$ cat src/rtl/dfir_pkg.sv
// ---------------------------------------------------------------------------
// dfir_pkg
// Shared types, constants and the coefficient lookup for the decimating FIR.
// ---------------------------------------------------------------------------
package dfir_pkg;

  // sample and result widths
  localparam int unsigned SAMPLE_W = 8;
  localparam int unsigned OUT_W    = 8;

  // coefficient format
  localparam int unsigned COEF_W     = 14;
  localparam int unsigned COEF_COUNT = 9;

  // default configuration
  localparam int unsigned TAPS_DEF       = 9;
  localparam int unsigned DECIMATION_DEF = 3;
  localparam int unsigned SHIFT_DEF      = 14;

  // controller to datapath commands
  typedef struct packed {
    logic shift_in;   // push accepted sample into the delay line
    logic mac_clear;  // clear accumulator and tap counter
    logic mac_step;   // one multiply-accumulate and rotate
    logic out_load;   // load scaled sum into the output register
  } cmd_t;

  // datapath to controller status
  typedef struct packed {
    logic last_tap;   // current mac step is the final tap
  } sts_t;

  // symmetric low-pass coefficients, zero beyond the stored set
  function automatic logic signed [COEF_W-1:0] coef_at(input int unsigned j);
    logic signed [COEF_W-1:0] c;
    case (j)
      0:       c = -14'sd95;
      1:       c = 14'sd0;
      2:       c = 14'sd1286;
      3:       c = 14'sd4121;
      4:       c = 14'sd5759;
      5:       c = 14'sd4121;
      6:       c = 14'sd1286;
      7:       c = 14'sd0;
      8:       c = -14'sd95;
      default: c = 14'sd0;
    endcase
    return c;
  endfunction

endpackage

$ cat src/rtl/decimating_fir_filter_top.sv
// ---------------------------------------------------------------------------
// decimating_fir_filter_top
// Decimating FIR filter with a single shared multiply-accumulate unit.
// ---------------------------------------------------------------------------
// Usage:
//   Samples enter on the s_ channel, one signed byte per transfer, and are
//   pushed into a TAPS-deep delay line. Every DECIMATION-th sample yields one
//   signed byte on the m_ channel: the dot product of the line with the fixed
//   coefficients, arithmetic shifted right by SHIFT, low 8 bits kept (wraps).
//   cfg_we/cfg_wdata write round_enable; when set, the highest dropped bit is
//   added before the low 8 bits are taken.
// Sequence:
//   A sample that yields no result leaves s_tready high for the next one. For
//   a decimating sample the MAC unit walks the taps one per cycle by rotating
//   the delay line, then the scaled sum is loaded into the output register
//   once that is free; s_tready stays low until the load.
// Reset and stall:
//   rst clears the delay line, the phase counter and round_enable. A result
//   holds in the output register while m_tready is low; further samples are
//   still taken up to the next decimating one, whose sum then waits in the
//   accumulator and holds s_tready low until the output register frees up.
// ---------------------------------------------------------------------------
module decimating_fir_filter_top #(
  parameter int unsigned TAPS       = dfir_pkg::TAPS_DEF,
  parameter int unsigned DECIMATION = dfir_pkg::DECIMATION_DEF,
  parameter int unsigned SHIFT      = dfir_pkg::SHIFT_DEF
) (
  input  logic                                clk,
  input  logic                                rst,
  input  logic                                cfg_we,
  input  logic                                cfg_wdata,   // round_enable
  input  logic                                s_tvalid,
  output logic                                s_tready,
  input  logic signed [dfir_pkg::SAMPLE_W-1:0] s_tdata,     // [7:0] sample
  output logic                                m_tvalid,
  input  logic                                m_tready,
  output logic signed [dfir_pkg::OUT_W-1:0]    m_tdata      // [7:0] filtered
);

  dfir_pkg::cmd_t cmd;
  dfir_pkg::sts_t sts;

  // sequencer
  dfir_ctrl #(
    .DECIMATION(DECIMATION)
  ) u_ctrl (
    .clk      (clk),
    .rst      (rst),
    .s_tvalid (s_tvalid),
    .s_tready (s_tready),
    .m_tready (m_tready),
    .m_tvalid (m_tvalid),
    .cmd      (cmd),
    .sts      (sts)
  );

  // delay line and mac
  dfir_datapath #(
    .TAPS  (TAPS),
    .SHIFT (SHIFT)
  ) u_datapath (
    .clk       (clk),
    .rst       (rst),
    .cfg_we    (cfg_we),
    .cfg_wdata (cfg_wdata),
    .sample    (s_tdata),
    .filtered  (m_tdata),
    .cmd       (cmd),
    .sts       (sts)
  );

endmodule

$ cat src/rtl/dfir_ctrl.sv
// ---------------------------------------------------------------------------
// dfir_ctrl
// Phase counter and sequencer for the shared multiply-accumulate unit.
// ---------------------------------------------------------------------------
module dfir_ctrl #(
  parameter int unsigned DECIMATION = dfir_pkg::DECIMATION_DEF
) (
  input  logic              clk,
  input  logic              rst,
  input  logic              s_tvalid,
  output logic              s_tready,
  input  logic              m_tready,
  output logic              m_tvalid,
  output dfir_pkg::cmd_t    cmd,
  input  dfir_pkg::sts_t    sts
);

  localparam int unsigned PH_W = (DECIMATION > 1) ? $clog2(DECIMATION) : 1;
  localparam logic [PH_W-1:0] PH_LAST = PH_W'(DECIMATION - 1);

  localparam logic [1:0] ST_IDLE = 2'd0;
  localparam logic [1:0] ST_MAC  = 2'd1;
  localparam logic [1:0] ST_OUT  = 2'd2;

  logic [1:0]      state;
  logic [1:0]      state_next;
  logic [PH_W-1:0] phase;
  logic            s_fire;
  logic            last_phase;
  logic            out_free;

  // handshake terms
  assign s_tready   = (state == ST_IDLE);
  assign s_fire     = s_tvalid && s_tready;
  assign last_phase = (phase == PH_LAST);
  assign out_free   = !m_tvalid || m_tready;

  // commands to the datapath
  assign cmd.shift_in  = s_fire;
  assign cmd.mac_clear = s_fire && last_phase;
  assign cmd.mac_step  = (state == ST_MAC);
  assign cmd.out_load  = (state == ST_OUT) && out_free;

  // next state
  always_comb begin
    state_next = state;
    case (state)
      ST_IDLE: begin
        if (s_fire && last_phase) begin
          state_next = ST_MAC;
        end
      end
      ST_MAC: begin
        if (sts.last_tap) begin
          state_next = ST_OUT;
        end
      end
      ST_OUT: begin
        if (out_free) begin
          state_next = ST_IDLE;
        end
      end
      default: state_next = ST_IDLE;
    endcase
  end

  // state, phase counter and output valid
  always_ff @(posedge clk) begin
    if (rst) begin
      state    <= ST_IDLE;
      phase    <= '0;
      m_tvalid <= 1'b0;
    end else begin
      state <= state_next;
      if (s_fire) begin
        phase <= last_phase ? '0 : phase + 1'b1;
      end
      if (cmd.out_load) begin
        m_tvalid <= 1'b1;
      end else if (m_tready) begin
        m_tvalid <= 1'b0;
      end
    end
  end

  // phase counter stays within the decimation factor
  assert property (@(posedge clk) disable iff (rst) phase <= PH_LAST)
    else $error("phase counter out of range");

  // a decimating transfer starts the mac sequence
  assert property (@(posedge clk) disable iff (rst)
    (s_fire && last_phase) |=> (state == ST_MAC))
    else $error("mac sequence did not start");

  // other transfers leave the block ready for the next sample
  assert property (@(posedge clk) disable iff (rst)
    (s_fire && !last_phase) |=> (state == ST_IDLE))
    else $error("non-decimating transfer left idle");

  // a load always presents a result in the next cycle
  assert property (@(posedge clk) disable iff (rst) cmd.out_load |=> m_tvalid)
    else $error("loaded result not valid");

endmodule

$ cat src/rtl/dfir_datapath.sv
// ---------------------------------------------------------------------------
// dfir_datapath
// Delay line, shared multiply-accumulate unit and scaled output register.
// ---------------------------------------------------------------------------
module dfir_datapath #(
  parameter int unsigned TAPS  = dfir_pkg::TAPS_DEF,
  parameter int unsigned SHIFT = dfir_pkg::SHIFT_DEF
) (
  input  logic                                clk,
  input  logic                                rst,
  input  logic                                cfg_we,
  input  logic                                cfg_wdata,
  input  logic signed [dfir_pkg::SAMPLE_W-1:0] sample,
  output logic signed [dfir_pkg::OUT_W-1:0]    filtered,
  input  dfir_pkg::cmd_t                      cmd,
  output dfir_pkg::sts_t                      sts
);

  localparam int unsigned TAP_W  = (TAPS > 1) ? $clog2(TAPS) : 1;
  localparam int unsigned PROD_W = dfir_pkg::SAMPLE_W + dfir_pkg::COEF_W;
  localparam int unsigned SUM_W  = PROD_W + TAP_W + 1;
  localparam int unsigned ACC_W  = (SUM_W > SHIFT + dfir_pkg::OUT_W + 1) ?
                                   SUM_W : SHIFT + dfir_pkg::OUT_W + 1;

  logic signed [dfir_pkg::SAMPLE_W-1:0] delay [TAPS];
  logic [TAP_W-1:0]                     tap_idx;
  logic signed [ACC_W-1:0]              acc;
  logic                                 round_en;
  logic signed [dfir_pkg::COEF_W-1:0]   coef;
  logic signed [PROD_W-1:0]             prod;
  logic [dfir_pkg::OUT_W-1:0]           scaled;

  // coefficient for the tap at the head of the rotating line
  assign coef = dfir_pkg::coef_at(32'(tap_idx));
  assign prod = delay[0] * coef;
  assign sts.last_tap = (tap_idx == TAP_W'(TAPS - 1));

  // bits SHIFT up of the sum, plus the highest dropped bit when rounding
  assign scaled = acc[SHIFT +: dfir_pkg::OUT_W] +
                  {{(dfir_pkg::OUT_W-1){1'b0}}, round_en & acc[SHIFT-1]};

  // rounding control register
  always_ff @(posedge clk) begin
    if (rst) begin
      round_en <= 1'b0;
    end else if (cfg_we) begin
      round_en <= cfg_wdata;
    end
  end

  // delay line: shift on transfer, rotate one place per mac step
  always_ff @(posedge clk) begin
    if (rst) begin
      for (int i = 0; i < TAPS; i++) begin
        delay[i] <= '0;
      end
    end else if (cmd.shift_in) begin
      delay[0] <= sample;
      for (int i = 1; i < TAPS; i++) begin
        delay[i] <= delay[i-1];
      end
    end else if (cmd.mac_step) begin
      for (int i = 0; i < TAPS - 1; i++) begin
        delay[i] <= delay[i+1];
      end
      delay[TAPS-1] <= delay[0];
    end
  end

  // accumulator and tap counter
  always_ff @(posedge clk) begin
    if (rst) begin
      tap_idx <= '0;
    end else if (cmd.mac_clear) begin
      tap_idx <= '0;
    end else if (cmd.mac_step && !sts.last_tap) begin
      tap_idx <= tap_idx + 1'b1;
    end
  end

  always_ff @(posedge clk) begin
    if (cmd.mac_clear) begin
      acc <= '0;
    end else if (cmd.mac_step) begin
      acc <= acc + ACC_W'(prod);
    end
  end

  // output data register
  always_ff @(posedge clk) begin
    if (cmd.out_load) begin
      filtered <= scaled;
    end
  end

  // the counter is parked at zero whenever a new sum starts
  assert property (@(posedge clk) disable iff (rst) cmd.mac_clear |=> (tap_idx == '0))
    else $error("tap counter not cleared");

  // a clear and a step never come together
  assert property (@(posedge clk) disable iff (rst) !(cmd.mac_clear && cmd.mac_step))
    else $error("clear during mac step");

  // the line only moves for one reason at a time
  assert property (@(posedge clk) disable iff (rst) !(cmd.shift_in && cmd.mac_step))
    else $error("shift during mac step");

endmodule

$ cat config.mk
export PLATFORM = sky130hd
export DESIGN_NAME = decimating_fir_filter_top
export DESIGN_NICKNAME = d
export VERILOG_FILES = /design/src/rtl/dfir_pkg.sv /design/src/rtl/decimating_fir_filter_top.sv /design/src/rtl/dfir_ctrl.sv /design/src/rtl/dfir_datapath.sv
export SDC_FILE = /design/constraint.sdc
export NUM_CORES = 1
export LEC_CHECK = 0
export BUFFER_PORTS_ARGS = -buffer_cell sky130_fd_sc_hd__buf_4
export CORE_MARGIN = 2
export CORE_UTILIZATION = 45
export CTS_CLUSTER_DIAMETER = 120
export CTS_CLUSTER_SIZE = 25
export DETAILED_ROUTE_END_ITERATION = 8
export GPL_TIMING_DRIVEN = 0
export MAX_ROUTING_LAYER = met4
export PLACE_DENSITY = 0.6
export SYNTH_ARGS = -nofsm -noshare
export SYNTH_HDL_FRONTEND = slang
export SYNTH_SLANG_ARGS = --single-unit
$ cat constraint.sdc
create_clock -name clk -period 7.1 [get_ports clk]
set_input_delay 0 -clock clk [delete_from_list [all_inputs] [get_ports clk]]
set_output_delay 0 -clock clk [all_outputs]
set_load 0.02 [all_outputs]
======== Yosys cells after proc, flatten, opt, wreduce, memory -nomap -nowiden ========
Memory sizes are Yosys's and may differ from the RTL's. A register that Yosys moved wholly into a read port is not among the register bits.
Index checks and enable logic that the tools add are counted.
W data, S select, Z words.
word-level totals
  register bits after elaboration ......... 45
  RAM bits ................................ 72
  ROM bits ................................ 224
  word-level logic and storage cells ...... 87
  memories ................................ 2
operators by class
  add/subtract/negate cells ............... 4
  $mul .................................... 1
  equal/unequal tests ..................... 7
  multiplexer cells ....................... 36
  bitwise gates (word level) .............. 19
  reduce and logical (&&, ||, !) cells .... 11
memory list
  memory            words  width  rd ports  clocked after Yosys merged registers in  wr ports  RTL line             source
  (name not given)  16     14     1         1                                        0         dfir_pkg.sv:36       case (j)
  u_datapath.delay  9      8      9         0                                        9         dfir_datapath.sv:25  logic signed [dfir_pkg::SAMPLE_W-1:0] delay [TAPS];
operator list
  kind                   number
  $mux W8                18
  $add A27 B22 Y27       1
  $mul A8 B14 Y22        1
  $or A1 B1 Y1           18
  $mux W1                11
  $add A8 B1 Y8          1
  $mux W2                4
  $mux W4                2
  $pmux W2 S3            1
  $add A4 B1 Y4 const B  1
  $eq A2 B2 Y1 const B   2
  $eq A4 B4 Y1 const B   1
  $logic_and A1 B1 Y1    4
  $ne A2 B2 Y1 const B   2
  $reduce_and A3 Y1      1
  $add A2 B1 Y2 const B  1
  $eq A2 B1 Y1 const B   1
  $logic_not A1 Y1       2
  $logic_not A2 Y1       1
  $ne A2 B1 Y1 const B   1
  $reduce_bool A2 Y1     1
  $reduce_or A2 Y1       1
  $and A1 B1 Y1          1
  $logic_or A1 B1 Y1     1

======== Depth between registers and ports, before layout ========
  depth in word-level cells ............... 7
  gate-level depth with buffers ........... 18
  gate-level depth less buffers ........... 17

======== Hierarchy ========
From an unflattened synthesis, not the netlist that was laid out.
second synthesis, totals
  cells, all modules ...................... 818
  area total of the unflattened synthesis .. 9,222.6 µm²
modules (own cells, without submodules)
  module         times used  cells an instance  area each (µm²)
  dfir_datapath  1           792                8,953.6
  dfir_ctrl      1           26                 269.0

======== Worst setup path before layout ========
Ideal clock, no wire load.
  path kind ............................... flip-flop to flip-flop
  start point ............................. memory u_datapath.delay[0][0] in the netlist's numbering
  end point ............................... register u_datapath.acc[20]
  library setup time ...................... 122 ps
  arrival time ............................ 4,950 ps
  required time ........................... 6,978 ps
  slack ................................... 2,028 ps
  stages on the path, launching flop included .. 16
  path buffers ............................ 1
  cell sequence ........................... edfxtp_1 clkbuf_1 nand2_1 inv_1 fa_1 fa_1 fa_1 fa_1 fa_1 ha_1 nand2_1 o211a_1 o211a_1 o31ai_1 nor2_1 a311o_1
RTL lines
  item                  RTL line             source
  from (decl)           dfir_datapath.sv:25
  to (signal assigned)  dfir_datapath.sv:85  acc <= acc + ACC_W'(prod);
  to (decl)             dfir_datapath.sv:27  logic signed [ACC_W-1:0] acc;

==> summary.md <==
| Metric | Value |
|---|---|
| Wire per inst | `around 19 um` |
| Max incr delay on CP | `around 0.6 ns` |
| Syn Area/Cell | `approximately 11 um^2` |
| Sequence of cells on the critical path | `clkbuf_1 > nand2_1 > inv_1 > fa_1 > fa_1 > fa_1 > fa_1 > fa_1 > ha_1 > nand2_1 > o211a_1 > o211a_1 > o31ai_1 > nor2_1 > a311o_1` |
| WL final | `21100 um` |
| Fin crit period | `6.19 ns` |
| Final period util | `between 80% and 90%` |
| Top cells by area, synth | `edfxtp_1 (26%), fa_1 (24%), dfxtp_1 (8.8%)` |
| Share of cells above drive strength 1 | `under 10%` |
| Router iterations before antenna repair | `5` |
| Share of synthesized registers carrying an async set or reset | `0%` |
| Final Max Slew Viols | `0` |
| Die footprint | `between 0.02 and 0.025 mm^2` |
| Pwr dens | `roughly 480 mW/mm^2` |
| Dpl ws | `between 0.9 and 1 ns` |
| Commonest cells in the netlist | `fa_1 (110), inv_1 (101), edfxtp_1 (80)` |
| RSZ-0062 raised after global routing | `false` |
| Rows | `between 50 and 60` |
| WP data arrival | `approximately 6.5 ns` |
| # Post-CTS Setup Buffers | `0` |
| Clk_skew | `about 0.012 ns` |
| Logic pwr share | `64.6%` |
| Yosys reg bits | `120` |
| Post-synth EDFFs | `80` |
| H-Tree Depth | `4` |
| Area delta synth->final | `13.4%` |
| Die W | `between 100 and 150 um` |
| Final Hold Fails | `0` |
| Reg clk slew, reported paths | `~0.070 ns` |
| Initial core utilization | `46.2%` |
| Routed Antenna Nets | `0` |
| DRC violations left | `0` |
| Crit Path Class | `flip-flop to flip-flop` |
| Post-synthesis sequential area ratio | `35.2%` |
| Post-synth top area share | `around a quarter` |
| Largest net degree at the start of global routing | `28` |
| Share of total power in sequential cells | `a little under a fifth` |
| Final nets | `1036` |
| Hold_ws | `between 0.02 and 0.03 ns` |
| Max Clock Freq | `roughly 160 MHz` |
| Psw | `roughly 2.2 mW` |
| Worst vdd ir | `~700 uV` |
| Antenna violations before repair | `1` |
| Most used cell, CP | `fa_1` |
| # IOs | `24` |
| Clk sinks | `120` |
| Most frequent cell after synthesis | `fa_1` |
| CTS tree | `built` |
| Library cells used by synthesis | `61` |
| Vias in the first global route | `~6400` |
| Worst-Margin Slew | `just under 0.9 ns` |
| Longest Clk Path Bufs | `2` |
| PnR worst setup slack | `0.912 ns` |
| # setup viols final | `0` |
| Clock share of power | `roughly 17%` |
| Core Box Area | `around 0.020 mm^2` |
| Outcome | `finished clean` |
| Synth Cell Area | `around 0.009 mm^2` |
| Clk_lat worst skew | `0.43 ns` |
| Worst path bufs/invs | `2` |
| Starting DRT DRC Count | `between 300 and 400` |
| Largest area contributor in the netlist | `edfxtp_1` |
| Leak | `around 4.6 nW` |
| Hold_buf cts | `11` |
| Number of port buffers | `22` |
| GRT overflow | `0` |
| Internal power | `about 2.7 mW` |
| Critical Path Start Type | `flip-flop` |
| RePlAce Congestion | `between 0.9 and 1` |
| Crit path capture type | `flip-flop` |
| Rel. slew slack | `between 40% and 50%` |
| Worst endpoint required time | `approximately 7.4 ns` |
| Vias per Instance | `roughly 5.6` |
| Worst min-delay path class | `input port to flip-flop` |
| Yosys warns | `0` |
| Post-CTS Resized | `0` |
| Crit path max-delay family | `adder cells` |
| GRT Overall Usage | `a little over a fifth` |
| Post-Synthesis Cells | `800` |
| Setup_tns | `0 ns` |
| Max_cap viols | `0` |
| Top FF cell, synth | `edfxtp_1` |
| First-pass GRT wire length | `between 30000 and 40000 um` |
| DP HPWL | `16300 um` |
| Clock root cell | `clkbuf_16` |
| Syn Nets | `a little under 1000` |
| Sw Ratio | `44.9%` |
| Crit-path max FO | `10` |
| Vias | `approximately 6300` |
| Slowest-stage cell, CP | `fa_1` |
| Die Y | `146 um` |
| Num CTS Buffers | `17` |
metrics by stage:
| stage | utilization (%) | power, mW | cell area, um^2 | cells |
|---|---|---|---|---|
| 2_1_floorplan | - | 3.41 | 9090 | 800 |
| 3_3_place_gp | 48.8 | 3.99 | 9580 | 1087 |
| 3_5_place_dp | 49.1 | 4.09 | 9650 | 1089 |
| 4_1_cts | 52.4 | 4.92 | 10300 | 1132 |
| 5_1_grt | 52.4 | 5.39 | 10300 | 1133 |
| 6_report | 52.4 | 4.93 | 10300 | 1133 |
layout make-up:
| cell class | count | area [um^2] |
|---|---|---|
| timing repair buffer | 35 | 330 |
| inverter | 102 | 383 |
| sequential | 120 | 3200 |
| clock inverter | 15 | 118 |
| tap | 265 | 332 |
| clock buffer | 17 | 425 |
| antenna | 1 | 2.50 |
| multi-input combinational | 545 | 5380 |
| fill | 1751 | 9350 |
| buffer | 33 | 138 |
state kept, by name, summed over array words and instances (netlist names):
name,cells
u_datapath.round_en,1
u_datapath.delay,72
u_datapath.acc,22
u_ctrl.state,2
u_datapath.coef,8
u_datapath.filtered,8
u_ctrl.phase,2
u_datapath.tap_idx,4
u_ctrl.m_tvalid,1
metal layers:
| metal | track usage [%] | vias to the layer above | part of all wire [%] |
|---|---|---|---|
| met4 | 6.50 | 0 | 2.1 |
| met1 | 30.3 | 3183 | 46 |
| met3 | 4.50 | 31 | 6.5 |
| met2 | 31.6 | 219 | 46 |
| met5 | - | - | 0 |
| li1 | - | 2865 | - |
power by group through the flow:
stage | logic [mW] | clock network [mW] | registers, mW
2_1_floorplan | 2.49 | 0 | 0.915
3_3_place_gp | 3.05 | 0 | 0.942
3_5_place_dp | 3.15 | 0 | 0.941
4_1_cts | 3.17 | 0.824 | 0.927
5_1_grt | 3.59 | 0.859 | 0.941
6_report | 3.18 | 0.818 | 0.928
cell usage in the layout, fill, tap and decap left out, types with 13 or more instances in the layout:
cell type	instances
a21oi_1	30
a22o_1	72
and2_1	36
buf_4	23
clkbuf_1	21
clkbuf_16	17
dfxtp_1	40
edfxtp_1	80
fa_1	110
ha_1	58
inv_1	101
nand2_1	61
nand3_1	13
nor2_1	29
o21ai_0	13
xnor2_1	22
path summary, 6_finish.rpt:
kind                                               to              startpoint  depth (start not counted)  slack [ns]
worst max-delay path               u_datapath.acc[20]  u_datapath.delay[0][0]                         15        0.91
worst min-delay path            u_datapath.tap_idx[3]                     rst                          2        0.03
worst max register to register     u_datapath.acc[20]  u_datapath.delay[0][0]                         15        0.91
worst min register to register      u_datapath.acc[8]       u_datapath.acc[8]                          2        0.46
cell families after synthesis:
kind of cell / after synthesis / share of synthesized area [%]
adder cells (fa/ha/maj): 168 / 32.2
AND/OR/NAND/NOR: 191 / 10.7
XOR/XNOR: 28 / 2.85
multiplexers: 6 / 0.675
flip-flops: 120 / 35.2
AO/OA/AOI/OAI: 152 / 12.6
buffers and inverters: 135 / 5.73
No activity file was read; power rests on OpenSTA's default activity.
